==> src/hw/rtl/lpft_pkg.sv <==
`default_nettype none
// ----------------------------------------------------------------------------
// lpft_pkg
// Shared types and constants for the LRU page frame table.
// ----------------------------------------------------------------------------
package lpft_pkg;

  localparam int FRAMES     = 16;
  localparam int FRAME_W    = (FRAMES > 1) ? $clog2(FRAMES) : 1;
  localparam int FCNT_W     = $clog2(FRAMES + 1);
  localparam int PAGE_BITS  = 16;
  localparam int IN_PAGE_W  = 16;
  localparam int STAMP_W    = 32;
  localparam int FIU_W      = 5;
  localparam int LIMIT_W    = 17;
  localparam int CFG_DATA_W = 17;
  localparam int CFG_IDX_W  = 1;
  localparam int ENTRY_W    = PAGE_BITS + STAMP_W;

  localparam int FIU_RESET   = 16;
  localparam int LIMIT_RESET = 65536;

  typedef logic [FRAME_W-1:0]   frame_t;
  typedef logic [PAGE_BITS-1:0] page_t;
  typedef logic [IN_PAGE_W-1:0] io_page_t;
  typedef logic [STAMP_W-1:0]   stamp_t;
  typedef logic [LIMIT_W-1:0]   limit_t;

  typedef enum logic [CFG_IDX_W-1:0] {
    CFG_FRAMES_IN_USE,
    CFG_PAGE_LIMIT
  } cfg_idx_t;

  typedef enum logic [1:0] {
    OUT_HIT,
    OUT_LOAD,
    OUT_EVICT,
    OUT_REJECT
  } outcome_t;

  typedef enum logic {
    ST_IDLE,
    ST_SCAN
  } state_t;

  typedef struct packed {
    frame_t last;
    limit_t limit;
  } cfg_t;

  typedef struct packed {
    outcome_t outcome;
    frame_t   frame;
    io_page_t evicted;
    stamp_t   stamp;
  } result_t;

endpackage
`default_nettype wire

==> src/hw/rtl/lpft_ram.sv <==
`default_nettype none
// ----------------------------------------------------------------------------
// lpft_ram
// Simple dual-port synchronous RAM, one write and one registered read port.
// ----------------------------------------------------------------------------
module lpft_ram #(
  parameter int DEPTH  = 16,
  parameter int ADDR_W = (DEPTH > 1) ? $clog2(DEPTH) : 1,
  parameter int DATA_W = 48
) (
  input  wire logic              clk,
  input  wire logic              we,
  input  wire logic [ADDR_W-1:0] waddr,
  input  wire logic [DATA_W-1:0] wdata,
  input  wire logic [ADDR_W-1:0] raddr,
  output logic      [DATA_W-1:0] rdata
);

  logic [DATA_W-1:0] mem [DEPTH];

  always_ff @(posedge clk) begin
    if (we) begin
      mem[waddr] <= wdata;
    end
  end

  always_ff @(posedge clk) begin
    rdata <= mem[raddr];
  end

endmodule
`default_nettype wire

==> src/hw/rtl/lpft_scan.sv <==
`default_nettype none
// ----------------------------------------------------------------------------
// lpft_scan
// Frame scan engine: one frame entry read per cycle, hit/free/oldest search,
// single write-back of the chosen frame.
// ----------------------------------------------------------------------------
module lpft_scan (
  input  wire logic               clk,
  input  wire logic               rst_n,
  input  wire logic               start,
  output logic                    busy,
  input  wire lpft_pkg::io_page_t page_in,
  input  wire lpft_pkg::cfg_t     cfg,
  output logic                    res_strobe,
  output lpft_pkg::result_t       res
);

  lpft_pkg::state_t   state_r, state_nxt;
  logic [lpft_pkg::FCNT_W-1:0] rd_idx_r;
  logic               eval_v_r;
  lpft_pkg::frame_t   eval_idx_r;
  lpft_pkg::frame_t   best_idx_r;
  lpft_pkg::stamp_t   best_stamp_r;
  lpft_pkg::page_t    best_page_r;
  logic [lpft_pkg::FRAMES-1:0] valid_r;
  lpft_pkg::stamp_t   counter_r;
  lpft_pkg::page_t    page_r;
  logic               strobe_r;
  lpft_pkg::result_t  res_r;

  lpft_pkg::page_t    page_in_m;
  logic               reject;
  logic               accept;
  logic               issue;
  logic               ram_we;
  lpft_pkg::frame_t   rd_addr;
  logic [lpft_pkg::ENTRY_W-1:0] rdata;
  lpft_pkg::page_t    rd_page;
  lpft_pkg::stamp_t   rd_stamp;
  logic               cur_valid;
  logic               hit;
  logic               free;
  logic               found;
  logic               at_last;
  logic               take_cur;
  logic               done;
  lpft_pkg::frame_t   frame_sel;
  lpft_pkg::page_t    evict_page;
  lpft_pkg::outcome_t outcome_sel;

  assign page_in_m = lpft_pkg::page_t'(page_in);
  assign reject    = lpft_pkg::limit_t'(page_in_m) >= cfg.limit;
  assign rd_page   = rdata[lpft_pkg::ENTRY_W-1:lpft_pkg::STAMP_W];
  assign rd_stamp  = rdata[lpft_pkg::STAMP_W-1:0];
  assign cur_valid = valid_r[eval_idx_r];
  assign hit       = cur_valid && (rd_page == page_r);
  assign free      = !cur_valid;
  assign found     = hit || free;
  assign at_last   = (eval_idx_r == cfg.last);
  assign take_cur  = (eval_idx_r == '0) || (rd_stamp < best_stamp_r);
  assign done      = (state_r == lpft_pkg::ST_SCAN) && eval_v_r && (found || at_last);

  always_comb begin
    if (found) begin
      frame_sel   = eval_idx_r;
      evict_page  = '0;
      outcome_sel = hit ? lpft_pkg::OUT_HIT : lpft_pkg::OUT_LOAD;
    end else begin
      frame_sel   = take_cur ? eval_idx_r : best_idx_r;
      evict_page  = take_cur ? rd_page : best_page_r;
      outcome_sel = lpft_pkg::OUT_EVICT;
    end
  end

  // next state
  always_comb begin
    state_nxt = state_r;
    case (state_r)
      lpft_pkg::ST_IDLE: begin
        if (start && !reject) begin
          state_nxt = lpft_pkg::ST_SCAN;
        end
      end
      lpft_pkg::ST_SCAN: begin
        if (done) begin
          state_nxt = lpft_pkg::ST_IDLE;
        end
      end
      default: state_nxt = lpft_pkg::ST_IDLE;
    endcase
  end

  // state outputs
  always_comb begin
    busy    = 1'b0;
    accept  = 1'b0;
    issue   = 1'b0;
    ram_we  = 1'b0;
    rd_addr = rd_idx_r[lpft_pkg::FRAME_W-1:0];
    case (state_r)
      lpft_pkg::ST_IDLE: begin
        accept = start;
      end
      lpft_pkg::ST_SCAN: begin
        busy   = 1'b1;
        issue  = rd_idx_r <= lpft_pkg::FCNT_W'(cfg.last);
        ram_we = done;
      end
      default: busy = 1'b1;
    endcase
  end

  lpft_ram #(
    .DEPTH  (lpft_pkg::FRAMES),
    .ADDR_W (lpft_pkg::FRAME_W),
    .DATA_W (lpft_pkg::ENTRY_W)
  ) u_ram (
    .clk   (clk),
    .we    (ram_we),
    .waddr (frame_sel),
    .wdata ({page_r, counter_r}),
    .raddr (rd_addr),
    .rdata (rdata)
  );

  always_ff @(posedge clk) begin
    if (!rst_n) begin
      state_r   <= lpft_pkg::ST_IDLE;
      rd_idx_r  <= '0;
      eval_v_r  <= 1'b0;
      valid_r   <= '0;
      counter_r <= '0;
      strobe_r  <= 1'b0;
    end else begin
      state_r  <= state_nxt;
      eval_v_r <= issue && !done;
      strobe_r <= (accept && reject) || done;
      if (accept) begin
        rd_idx_r <= '0;
      end else if (issue) begin
        rd_idx_r <= rd_idx_r + 1'b1;
      end
      if (done) begin
        valid_r[frame_sel] <= 1'b1;
        counter_r          <= counter_r + 1'b1;
      end
    end
  end

  always_ff @(posedge clk) begin
    eval_idx_r <= rd_addr;
    if (accept) begin
      page_r <= page_in_m;
    end
    if (eval_v_r && take_cur) begin
      best_idx_r   <= eval_idx_r;
      best_stamp_r <= rd_stamp;
      best_page_r  <= rd_page;
    end
    if (accept && reject) begin
      res_r.outcome <= lpft_pkg::OUT_REJECT;
      res_r.frame   <= '0;
      res_r.evicted <= '0;
      res_r.stamp   <= counter_r;
    end else if (done) begin
      res_r.outcome <= outcome_sel;
      res_r.frame   <= frame_sel;
      res_r.evicted <= lpft_pkg::io_page_t'(evict_page);
      res_r.stamp   <= counter_r;
    end
  end

  assign res_strobe = strobe_r;
  assign res        = res_r;

  a_eval_in_scan: assert property (@(posedge clk) disable iff (!rst_n)
    eval_v_r |-> state_r == lpft_pkg::ST_SCAN)
    else $error("entry evaluated outside a scan");

  a_done_marks: assert property (@(posedge clk) disable iff (!rst_n)
    done |=> strobe_r && valid_r[$past(frame_sel)])
    else $error("write-back without result or valid mark");

  a_counter_hold: assert property (@(posedge clk) disable iff (!rst_n)
    !done |=> counter_r == $past(counter_r))
    else $error("access counter moved without a write-back");

  a_frame_range: assert property (@(posedge clk) disable iff (!rst_n)
    ram_we |-> frame_sel <= cfg.last)
    else $error("write-back beyond active frames");

  a_fresh_scan: assert property (@(posedge clk) disable iff (!rst_n)
    accept |=> !eval_v_r)
    else $error("stale entry evaluated at scan start");

endmodule
`default_nettype wire

==> src/hw/rtl/lru_page_frame_table.sv <==
`default_nettype none
// ----------------------------------------------------------------------------
// lru_page_frame_table
// Inverted page table with LRU replacement over up to 16 physical frames.
// ----------------------------------------------------------------------------
// Usage:
//   Pulse start with in_page_number while busy is low; the item is taken at
//   that edge. Exactly one result follows on the out_ ports, marked by a
//   one-cycle out_strobe; the receiver must take it in that cycle.
//   A rejected page (at or above the page limit) returns its result in the
//   next cycle and never raises busy.
//   Any other access scans frames 0 upward, one frame entry per cycle through
//   the single read port of the frame memory. It stops at the first hit or free
//   frame; with every active frame full it ends at the last one and evicts the
//   frame with the oldest stamp (the lowest index on a tie).
//   busy drops with the result, so the next item can be taken the cycle the
//   result appears.
//   cfg_we/cfg_index/cfg_wdata write frames_in_use (0) or the page limit (1);
//   write only while no item is pending.
//   Reset (rst_n low, synchronous) marks every frame free, zeroes the access
//   counter and restores 16 frames and a page limit of 65536.
// ----------------------------------------------------------------------------
module lru_page_frame_table (
  input  wire logic                               clk,
  input  wire logic                               rst_n,
  input  wire logic                               start,
  output logic                                    busy,
  input  wire logic [lpft_pkg::IN_PAGE_W-1:0]     in_page_number,
  output logic                                    out_strobe,
  output logic [1:0]                              out_outcome,
  output logic [lpft_pkg::FRAME_W-1:0]            out_frame_index,
  output logic [lpft_pkg::IN_PAGE_W-1:0]          out_evicted_page,
  output logic [lpft_pkg::STAMP_W-1:0]            out_stamp,
  input  wire logic                               cfg_we,
  input  wire logic [lpft_pkg::CFG_IDX_W-1:0]     cfg_index,
  input  wire logic [lpft_pkg::CFG_DATA_W-1:0]    cfg_wdata
);

  logic [lpft_pkg::FIU_W-1:0] fiu_r;
  lpft_pkg::limit_t           limit_r;
  lpft_pkg::cfg_t             cfg;
  lpft_pkg::result_t          res;

  always_ff @(posedge clk) begin
    if (!rst_n) begin
      fiu_r   <= lpft_pkg::FIU_W'(lpft_pkg::FIU_RESET);
      limit_r <= lpft_pkg::LIMIT_W'(lpft_pkg::LIMIT_RESET);
    end else if (cfg_we) begin
      case (lpft_pkg::cfg_idx_t'(cfg_index))
        lpft_pkg::CFG_FRAMES_IN_USE: fiu_r   <= cfg_wdata[lpft_pkg::FIU_W-1:0];
        lpft_pkg::CFG_PAGE_LIMIT:    limit_r <= cfg_wdata[lpft_pkg::LIMIT_W-1:0];
        default: ;
      endcase
    end
  end

  // clamp frame count to 1..FRAMES, kept as index of the last active frame
  always_comb begin
    cfg.limit = limit_r;
    if (fiu_r == '0) begin
      cfg.last = '0;
    end else if (32'(fiu_r) > lpft_pkg::FRAMES) begin
      cfg.last = lpft_pkg::FRAME_W'(lpft_pkg::FRAMES - 1);
    end else begin
      cfg.last = lpft_pkg::FRAME_W'(fiu_r - 1'b1);
    end
  end

  lpft_scan u_scan (
    .clk        (clk),
    .rst_n      (rst_n),
    .start      (start),
    .busy       (busy),
    .page_in    (in_page_number),
    .cfg        (cfg),
    .res_strobe (out_strobe),
    .res        (res)
  );

  assign out_outcome      = res.outcome;
  assign out_frame_index  = res.frame;
  assign out_evicted_page = res.evicted;
  assign out_stamp        = res.stamp;

endmodule
`default_nettype wire
==> config.mk <==
export PLATFORM = sky130hd
export DESIGN_NAME = lru_page_frame_table
export DESIGN_NICKNAME = d
export VERILOG_FILES = /design/src/hw/rtl/lpft_pkg.sv /design/src/hw/rtl/lpft_ram.sv /design/src/hw/rtl/lpft_scan.sv /design/src/hw/rtl/lru_page_frame_table.sv
export SDC_FILE = /design/constraint.sdc
export NUM_CORES = 1
export LEC_CHECK = 0
export ABC_AREA = 1
export BUFFER_PORTS_ARGS = -buffer_cell sky130_fd_sc_hd__buf_2
export CAP_MARGIN = 40
export CORE_ASPECT_RATIO = 1.25
export CORE_UTILIZATION = 46
export CTS_BUF_LIST = sky130_fd_sc_hd__clkbuf_16
export CTS_CLUSTER_DIAMETER = 50
export CTS_CLUSTER_SIZE = 40
export DETAILED_ROUTE_END_ITERATION = 7
export PLACE_DENSITY = 0.68
export SLEW_MARGIN = 20
export SYNTH_ARGS = -nofsm -noshare
export SYNTH_HDL_FRONTEND = slang
export SYNTH_SLANG_ARGS = --single-unit
export TNS_END_PERCENT = 50
==> constraint.sdc <==
create_clock -name clk -period 15.3 [get_ports clk]
set_input_delay 2.295 -clock clk [delete_from_list [all_inputs] [get_ports clk]]
set_output_delay 2.295 -clock clk [all_outputs]
set_load 0.01 [all_outputs]
== Word level (Yosys, flattened, before mapping) ==
Memories as Yosys holds them, arrays and structs flattened. A register that Yosys moved wholly into a read port is not among the register bits.
Index checks and enable logic that the tools add are counted.
Operators by class
  add/sub/neg operators: 3
  multipliers: 0
  div/mod/pow operators: 0
  order comparisons: 7
  equality and inequality tests: 2
  shifts and indexed selects: 0
  mux-type cells: 23
  bitwise gates (word level): 4
  reductions and logical operators: 21
Operators with widths (count)
  $mux W32: 2
  $add A32 B1 Y32 const B: 1
  $lt A32 B32 Y1: 1
  $mux W16: 2
  $ge A16 B17 Y1: 1
  $eq A16 B16 Y1: 1
  $mux W4: 4
  $or A16 B16 Y16: 1
  $mux W1: 11
  $lt A4 B5 Y1 const B: 2
  $logic_and A1 B1 Y1: 8
  $add A5 B1 Y5 const B: 1
  $gt A5 B5 Y1 const B: 1
  $le A5 B4 Y1: 1
  $logic_not A5 Y1: 1
  $bmux W1 S4: 1
  $demux W1 S4: 1
  $eq A4 B4 Y1: 1
  $ge A4 B1 Y1 const B: 1
  $logic_not A4 Y1: 1
  $logic_or A1 B1 Y1: 4
  $reduce_and A2 Y1: 2
  $sub A4 B1 Y4 const B: 1
  $logic_not A1 Y1: 3
  other kinds (5): 7
Storage, ports and cells
  flip-flop bits (word level): 204
  bits in latches: 0
  RAM bits: 768
  bits in read-only memories: 0
  input port bits: 38
  output and inout port bits: 56
  memories kept: 1
Memory list
  u_scan.u_ram.mem: words 16, bits a word 48, rd ports 1, clocked after Yosys merged registers in 1, wr ports 1, line lpft_ram.sv:19  | logic [DATA_W-1:0] mem [DEPTH];

== Longest topological paths before layout ==
Gate-level depths: netlist (run 1).
  depth after elaboration: 10
  depth in mapped cells: 18
  gate-level depth less buffers: 18

== Modules after synthesis ==
Synthesis (run 1) repeated with hierarchy kept, for this count alone.
Unflattened totals
  cell total of the unflattened synthesis: 4209
  area, all modules: 43460.4 sq um
By module, submodules not included
  lpft_ram: times used 1, cells each 3165, area an instance 33988.8 sq um
  lpft_scan: times used 1, cells each 934, area an instance 8612.0 sq um
  lru_page_frame_table: times used 1, cells each 110, area an instance 859.6 sq um

== Worst setup path before layout (run 1) ==
OpenSTA, ideal clock, no wires.
  path kind: reg2reg
  from: reg u_scan.best_stamp_r[19]
  to: reg u_scan.best_idx_r[0], enable pin
  library setup time: 0.541 ns
  arrival time: 5.343 ns
  data required time: 14.759 ns
  setup slack: 9.416 ns
  cell stages (with the launch flop): 12
  period minus slack after synthesis: 5.884 ns
  path through: edfxtp_1 > inv_1 > ha_1 > a21oi_1 > o21ai_0 > nand2_1 > nand3_1 > a21oi_1 > nand2_1 > buf_2 > buf_1 > a21boi_0
On the way
  cells in the longest elaborated chain, start to end: 3
RTL lines
  start: declaration: line lpft_scan.sv:23  | lpft_pkg::stamp_t best_stamp_r;
  start signal: assignment: line lpft_scan.sv:157  | best_stamp_r <= rd_stamp;
  $lt A32 B32 Y1: line lpft_scan.sv:60  | assign take_cur = (eval_idx_r == '0) || (rd_stamp < best_stamp_r);
  $logic_or A1 B1 Y1: line lpft_scan.sv:60
  $logic_and A1 B1 Y1: line lpft_scan.sv:155  | if (eval_v_r && take_cur) begin
  end signal: assignment: line lpft_scan.sv:156  | best_idx_r <= eval_idx_r;
  end: declaration: line lpft_scan.sv:22  | lpft_pkg::frame_t best_idx_r;
No other way between the ends.
A chain may end at the register's enable or synchronous reset.

== Worst setup path after layout (run 1) ==
  from: reg u_scan.page_r[11]
  to: mem u_scan.u_ram.mem[8][27], enable pin
On the way
  cells in the longest elaborated chain, start to end: 8
  elaborated cells on any way between the ends: 9
RTL lines
  start: declaration: line lpft_scan.sv:27  | lpft_pkg::page_t page_r;
  start signal: assignment: line lpft_scan.sv:153  | page_r <= page_in_m;
  $eq A16 B16 Y1 (*): line lpft_scan.sv:56  | assign hit = cur_valid && (rd_page == page_r);
  $logic_and A1 B1 Y1 (*): line lpft_scan.sv:56
  $logic_or A1 B1 Y1 (*): line lpft_scan.sv:58  | assign found = hit || free;
  $logic_or A1 B1 Y1: line lpft_scan.sv:61  | assign done = (state_r == lpft_pkg::ST_SCAN) && eval_v_r && (found || at_last);
  $logic_and A1 B1 Y1: line lpft_scan.sv:61
  $mux W1: line lpft_scan.sv:100  | case (state_r)
  $mux W1: line lpft_ram.sv:22  | if (we) begin
  $mux W1 (not written as such): line lpft_ram.sv:23  | mem[waddr] <= wdata;
  end: declaration: line lpft_ram.sv:19
Every way passes the cells marked *; elsewhere a longest branch is shown, timed or not.

==> out/qor.yml, run 1 <==
slew_headroom: 0.268
syn-instance-count: 3092
start_util: 0.466
routabilityCongestion: 0.889
dr.first_iter.drc_count: 2008
syn_area_mm2: 0.0400
synth_ff_type: "edfxtp_1"
grt_pass1_wl_um: 137000
finalWirelength_um: 90100
clk_latency_ns: 0.64
maxCapViolCount: 0
area_growth_pct: 10.9
cts.htree.levels: 3
grt-ovfl-total: 0
first_pass_iters: 5
num_antenna_cells: 0
cts_buffers: 68
synthDominantCellAreaShare: 0.651
p_comb_frac: 0.059
via_count: 24400
cts-resized-gates: 0
ir_drop_v: 0.0000880
leakagePower_nw: 14.9
antenna_found_initial: 0
hold_violations: 0
p_sw_frac: 0.240
fmax_mhz: 223
fin_crit_sh: 0.293
setup_viol_count_final: 0
ys_types: 42
port_buffers: 93
cts_buffer_depth: 3
intPower_mw: 4.14
design.die.area_mm2: 0.0882
powerDensity_mw_per_mm2: 123
core_mm2: 0.0859
ys_top_cells_by_area: "edfxtp_1 (65%), dfxtp_1 (7.6%), nor2_1 (4.5%)"
fillCellCount: 7150
fin_tns_setup_ns: 0
cts_hold_buf: 0
synthesis.nets: 3184
start_kind: "register"
yosysMostFrequentCell: "edfxtp_1"
pin_count: 94
numClockSinks: 1020
seq_area_frac_synth: 0.727
via_per_inst: 5.61
run_status: "completed"
die_height_um: 332
hpwl_um: 50600
cts_setup_buffers: 0
fin_nets: 3223
yosys-top-cells-count: "edfxtp_1 (868), nor2_1 (480), nand2_1 (310), o21ai_0 (249), inv_1 (156)"
async_flop_share: 0
power_frac_clock: 0.374
rsz0062_at_grt: "false"
crit_slowest_cell: "edfxtp_1"
clk_pin_slew_ns: 0.10
clock_skew_ns: 0.0329
slew_violations: 0
grt_usage: 0.203
layout_min_cycle_time_ns: 4.48
crit_chain: "or2_2 -> nand4_1 -> nor2_1 -> nand2_1 -> nor2_1 -> nor2_4 -> nand2_2 -> nand2_4 -> clkinv_4 -> nand3_2 -> nor2_2 -> nand2_1 -> inv_2 -> buf_4"
crit_path_max_fanout: 32
wl_per_cell_um: 20.7
synth_area_leader_cell: "edfxtp_1"
grt_pass1_vias: 23800
avgSynthCellArea_um2: 12.9
required_ns: 15.55
ys_seq_elements: 1020
r2r_setup_slack_ns: 10.82
synth_edf_count: 868
drive_above_1_share: 0.102
pwr-share-seq: 0.567
drtAntennaViolNets: 0
cpPeakStageDelay_ns: 0.79
cts_root_buf: "clkbuf_16"
rows: 120
setup_slack_ns: 10.82
die_w_um: 266
power_switching_mw: 1.31
cts_tree: "yes"
criticalPathCategory: "reg2reg"
tightest_slew_ns: 1.10
post-place-ws_ns: 10.37
grt_max_degree: 208
post-route-drc-count: 0
ys_warn_count: 0
end_kind: "register"
min_path_type: "reg2reg"
cp.arrival_ns: 4.73
## cell families (layout without fill, tap and decap cells)
| group | Yosys count | count (layout) | share of synthesized area |
|---|---|---|---|
| and+or+nand+nor | 985 | 985 | 0.102 |
| DFF | 1020 | 1020 | 0.727 |
| buffers and inverters | 333 | 426 | 0.0326 |
| adders and majority gates | 54 | 54 | 0.0169 |
| xor gates and xnor gates | 30 | 30 | 0.00656 |
| AOI/OAI and AO/OA | 590 | 590 | 0.0954 |
| muxes | 80 | 80 | 0.0200 |
## per-stage QoR
stage	area [um2]	hold WS, ns	cells	util	total power, mW
6_report	44400	0.429	4344	0.517	5.44
3_5_place_dp	41800	0.425	4215	0.487	3.47
4_1_cts	44300	0.424	4339	0.516	5.48
3_3_place_gp	41600	0.414	4205	0.484	3.46
5_1_grt	44400	0.440	4344	0.517	5.61
2_1_floorplan	40000	0.352	3092	-	3.35
## worst max-delay path: cells and delay by family (launching register included)
kind          cells  cell delay (ns)
simple gates     11             1.79
buf+inv           3             1.46
flops             1             0.79
## placed cells by master, fill, tap and decap left out, types with 12 or more instances in the layout
master	Yosys	routed
edfxtp_1	868	868
nor2_1	480	478
nand2_1	310	310
o21ai_0	249	249
dfxtp_1	152	149
inv_1	156	138
o32ai_1	112	112
nand3_1	108	108
a21oi_1	95	94
buf_2	18	93
mux2i_1	80	80
o221ai_1	80	80
clkbuf_16	0	73
ha_1	54	54
buf_4	0	30
nor3_1	27	27
nand4_1	24	24
inv_2	3	22
o211ai_1	21	21
xor2_1	19	19
o31ai_1	12	12
a21oi_2	11	12
## area by class of cell
class	instances	area (um2)	share of cell area
sequential	1020	29100	0.656
multi-input combinational	1739	9650	0.217
clock buffer	73	1830	0.0411
tap	1159	1450	0.0327
timing repair buffer	140	1050	0.0237
clock inverter	51	684	0.0154
inverter	162	621	0.0140
## routing by layer
layer,vias to the layer above,part of all wire,GRT usage
met1,12100,0.41,0.259
met5,-,0,0
met2,764,0.50,0.354
li1,11400,-,-
met4,0,0.027,0.0698
met3,134,0.055,0.0257
## worst paths after layout
check | startpoint | to | cells after the start
min reg2reg | u_scan.u_ram.rdata[0]$_DFF_P_ | u_scan.best_stamp_r[0]$_DFFE_PP_ | 0
min | u_scan.u_ram.rdata[0]$_DFF_P_ | u_scan.best_stamp_r[0]$_DFFE_PP_ | 0
max reg2reg | u_scan.page_r[11]$_DFFE_PP_ | u_scan.u_ram.mem[8][27]$_DFFE_PP_ | 14
max | u_scan.page_r[11]$_DFFE_PP_ | u_scan.u_ram.mem[8][27]$_DFFE_PP_ | 14
## sequential cells by signal, indices dropped and copies added (netlist names)
| signal | count |
|---|---|
| u_scan.page_r | 16 |
| u_scan.u_ram.mem | 768 |
| u_scan.u_ram.rdata | 48 |
| u_scan.rd_idx_r | 5 |
| u_scan.best_stamp_r | 32 |
| u_scan.best_idx_r | 4 |
| u_scan.counter_r | 32 |
| fiu_r | 5 |
| u_scan.best_page_r | 16 |
| u_scan.eval_v_r | 1 |
| u_scan.res | 54 |
| u_scan.valid_r | 16 |
| limit_r | 17 |
| u_scan.state_r | 1 |
| u_scan.eval_idx_r | 4 |
| u_scan.res_strobe | 1 |
## power groups by stage
stage / clock, mW / sequential, mW / combinational, mW
after floorplan: 0 / 3.14 / 0.218
after global placement: 0 / 3.15 / 0.303
after detailed placement: 0 / 3.15 / 0.317
after CTS: 2.07 / 3.09 / 0.319
after global routing: 2.16 / 3.09 / 0.358
final: 2.04 / 3.09 / 0.321
Power figures use the tool's default switching activity.
==> run 2: changes to the inputs <==
--- a/config.mk
+++ b/config.mk
@@ -5,7 +5,7 @@
 export SDC_FILE = /design/constraint.sdc
 export NUM_CORES = 1
 export LEC_CHECK = 0
-export ABC_AREA = 1
+export ABC_AREA = 0
 export BUFFER_PORTS_ARGS = -buffer_cell sky130_fd_sc_hd__buf_2
 export CAP_MARGIN = 40
 export CORE_ASPECT_RATIO = 1.25
==> constraint.sdc (replaced) <==
create_clock -name clk -period 4.5 [get_ports clk]
set_input_delay 0.675 -clock clk [delete_from_list [all_inputs] [get_ports clk]]
set_output_delay 0.675 -clock clk [all_outputs]
set_load 0.01 [all_outputs]
==> run 2 against run 1 <==
Core utilization rose by 1.1 points. Sequential cell count is the same. Combinational power grew 130%. Largest power group unchanged. Clock skew increased by 0.00093 ns. Global-route usage is 0.90 points lower. Non-clock buffer count rose by 11.
==> out/qor.yml, run 2 <==
p_comb_frac: 0.040  # -0.019
rows: 119  # -0.83%
ir_drop_v: 0.000321  # +260%
cts_tree: "yes"
crit_path_max_fanout: 48  # +50%
powerDensity_mw_per_mm2: 421  # +240%
rsz0062_at_grt: "false"
fin_crit_sh: 0.911  # +0.618
slew_violations: 0  # unchanged
ys_top_cells_by_area: "edfxtp_1 (66%), mux4_2 (14%), dfxtp_1 (7.8%)"
grt-ovfl-total: 0  # unchanged
syn_area_mm2: 0.0392  # -2.0%
async_flop_share: 0  # unchanged
drtAntennaViolNets: 0  # unchanged
power_frac_clock: 0.405  # +0.031
criticalPathCategory: "reg2reg"
die_height_um: 329  # -1.0%
fin_nets: 2250  # -30%
pin_count: 94  # unchanged
clk_latency_ns: 0.65  # about the same
cts-resized-gates: 0  # unchanged
die_w_um: 263  # -1.0%
leakagePower_nw: 13.6  # -8.9%
grt_pass1_vias: 20000  # -16%
reg2reg_from: "u_scan.best_stamp_r[19]$_DFFE_PP_"
synth_area_leader_cell: "edfxtp_1"
core_mm2: 0.0844  # -1.7%
grt_pass1_wl_um: 125000  # -9.1%
cp_num_cells: 11  # -3
setup_slack_ns: 0.403  # -10.42 ns
clock_skew_ns: 0.0339  # +0.000925 ns
ys_seq_elements: 1020  # unchanged
largest_reg_flops: 768  # unchanged
hold_violations: 0  # unchanged
design.die.area_mm2: 0.0865  # -2.0%
syn-instance-count: 2025  # -35%
grt_max_degree: 94  # -55%
via_per_inst: 5.89  # +5.0%
setup_viol_count_final: 0  # unchanged
run_status: "completed"
path_buf_inv: 3  # unchanged
routabilityCongestion: 0.798  # -10%
intPower_mw: 14.6  # +250%
cts.htree.levels: 3  # unchanged
min_path_type: "in2reg"
crit_chain: "inv_1 -> ha_1 -> nand2_1 -> o21ai_0 -> buf_2 -> o2111ai_1 -> a31o_2 -> a21oi_4 -> nand4_1 -> a21oi_4 -> buf_12"
clk_pin_slew_ns: 0.08  # -0.02 ns
post-route-drc-count: 0  # unchanged
grt_usage: 0.194  # -0.00896
top_register: "u_scan.u_ram.mem"
pwr-share-seq: 0.555  # -0.012
antenna_found_initial: 3  # +3
yosys-top-cells-count: "edfxtp_1 (868), mux4_2 (245), dfxtp_1 (152), nand2_1 (101), a21oi_1 (84)"
synthesis.nets: 2117  # -34%
r2r_cells: 11  # -3
via_count: 19500  # -20%
avgSynthCellArea_um2: 19.4  # +50%
finalWirelength_um: 82800  # -8.1%
maxCapViolCount: 0  # unchanged
hpwl_um: 47300  # -6.4%
area_growth_pct: 13.5
mostFrequentLayoutCell: "edfxtp_1"
tightest_slew_ns: 0.921  # -0.177 ns
post-place-ws_ns: 0.486  # -9.88 ns
synthDominantCellAreaShare: 0.664  # +0.0133
first_pass_iters: 5  # unchanged
yosysMostFrequentCell: "edfxtp_1"
r2r_setup_slack_ns: 0.40  # -10.42 ns
cp.arrival_ns: 4.38  # -0.35 ns
synth_edf_count: 868  # unchanged
crit_path_frequent_cell: "a21oi_4"
endpoint: "u_scan.u_ram.mem[3][11]$_DFFE_PP_"
p_sw_frac: 0.223  # -0.0165
drive_above_1_share: 0.256  # +0.153
cts_buffers: 83  # +22%
crit_start: "u_scan.best_stamp_r[19]$_DFFE_PP_"
layout_common_cells: "edfxtp_1 (868), mux4_2 (245), dfxtp_1 (148)"
wl_per_cell_um: 25.0  # +20%
dr.first_iter.drc_count: 1696  # -16%
layout_min_cycle_time_ns: 4.10  # -0.381 ns
cp_top_family: "compound AO/OA/AOI/OAI gates"
ys_types: 57  # +36%
cts_setup_buffers: 0  # unchanged
end_kind: "register"
synth_ff_type: "edfxtp_1"
port_buffers: 93  # unchanged
fin_tns_setup_ns: 0  # unchanged
cpPeakStageDelay_ns: 0.69  # -0.10 ns
fmax_mhz: 244  # +9.3%
start_util: 0.465  # -0.00142
cts_buffer_depth: 3  # unchanged
seq_area_frac_synth: 0.742  # +0.0148
cts_root_buf: "clkbuf_16"
cts_hold_buf: 0  # unchanged
ys_warn_count: 0  # unchanged
start_kind: "register"
crit_slowest_cell: "a21oi_4"
numClockSinks: 1020  # unchanged
required_ns: 4.78  # -10.77 ns
power_switching_mw: 4.19  # +220%
reg2reg_to: "u_scan.u_ram.mem[3][11]$_DFFE_PP_"
slew_headroom: 0.380  # +0.113
[run 2: worst reg2reg max path, cell delays in order (launching register included)]
cell,delay (ns)
edfxtp_1,0.33
inv_1,0.04
ha_1,0.29
nand2_1,0.06
o21ai_0,0.52
buf_2,0.25
o2111ai_1,0.23
a31o_2,0.37
a21oi_4,0.70
nand4_1,0.32
a21oi_4,0.22
buf_12,0.35
[run 2: metal layers]
layer  wire (um)  GRT usage  vias up  part of all wire
li1            -          -     8489                 -
met1       34200      0.257    10300              0.41
met2       42300      0.333      629              0.51
met3        4240     0.0258      127             0.051
met4        1990     0.0610        2             0.024
met5          13          0        -           0.00016
[run 2: layout make-up]
cell class / count / area [um2]
Inverter: 62 / 233
Tap cell: 1089 / 1360
Sequential cell: 1020 / 29100
Antenna cell: 1 / 2.50
Clock buffer: 86 / 2150
Clock inverter: 66 / 757
Fill cell: 6468 / 39900
Multi-Input combinational cell: 840 / 9720
Timing Repair Buffer: 151 / 1200
[run 2: worst min path at each step]
stage	from	end	slack, ns	cells after the start
floorplan	u_scan.rd_idx_r[0]$_SDFFE_PP0P_	u_scan.eval_idx_r[0]$_DFF_P_	0.35	0
global placement	u_scan.u_ram.rdata[0]$_DFF_P_	u_scan.best_stamp_r[0]$_DFFE_PP_	0.42	0
detailed placement	u_scan.u_ram.rdata[0]$_DFF_P_	u_scan.best_stamp_r[0]$_DFFE_PP_	0.42	0
CTS	in_page_number[15]	u_scan.page_r[15]$_DFFE_PP_	0.21	1
finish	in_page_number[15]	u_scan.page_r[15]$_DFFE_PP_	0.25	1
global route	in_page_number[15]	u_scan.page_r[15]$_DFFE_PP_	0.24	1
[run 2: stage by stage]
| stage | utilization | instance area (um2) | instances | power [mW] | hold WS [ns] |
|---|---|---|---|---|---|
| after floorplan | - | 39300 | 2025 | 11.1 | 0.354 |
| after global placement | 0.492 | 41600 | 3158 | 11.4 | 0.416 |
| after detailed placement | 0.493 | 41600 | 3160 | 11.4 | 0.419 |
| after CTS | 0.527 | 44500 | 3312 | 18.9 | 0.215 |
| after global routing | 0.528 | 44500 | 3314 | 19.3 | 0.239 |
| final | 0.528 | 44500 | 3315 | 18.8 | 0.251 |
[run 2: power by group through the flow]
stage / combinational (mW) / sequential (mW) / clock [mW]
after global routing: 0.821 / 10.4 / 8.10
final: 0.752 / 10.4 / 7.60
after floorplan: 0.491 / 10.6 / 0
after global placement: 0.744 / 10.6 / 0
after CTS: 0.766 / 10.4 / 7.74
after detailed placement: 0.762 / 10.6 / 0
[run 2: cells by family after synthesis]
group | count (synthesis) | share of synthesized area
AO/OA/AOI/OAI | 184 | 0.0309
XOR/XNOR | 22 | 0.00491
adder cells (fa/ha/maj) | 55 | 0.0175
buffers and inverters | 165 | 0.0160
flip-flops | 1020 | 0.742
multiplexers | 287 | 0.151
AND/OR/NAND/NOR | 292 | 0.0376
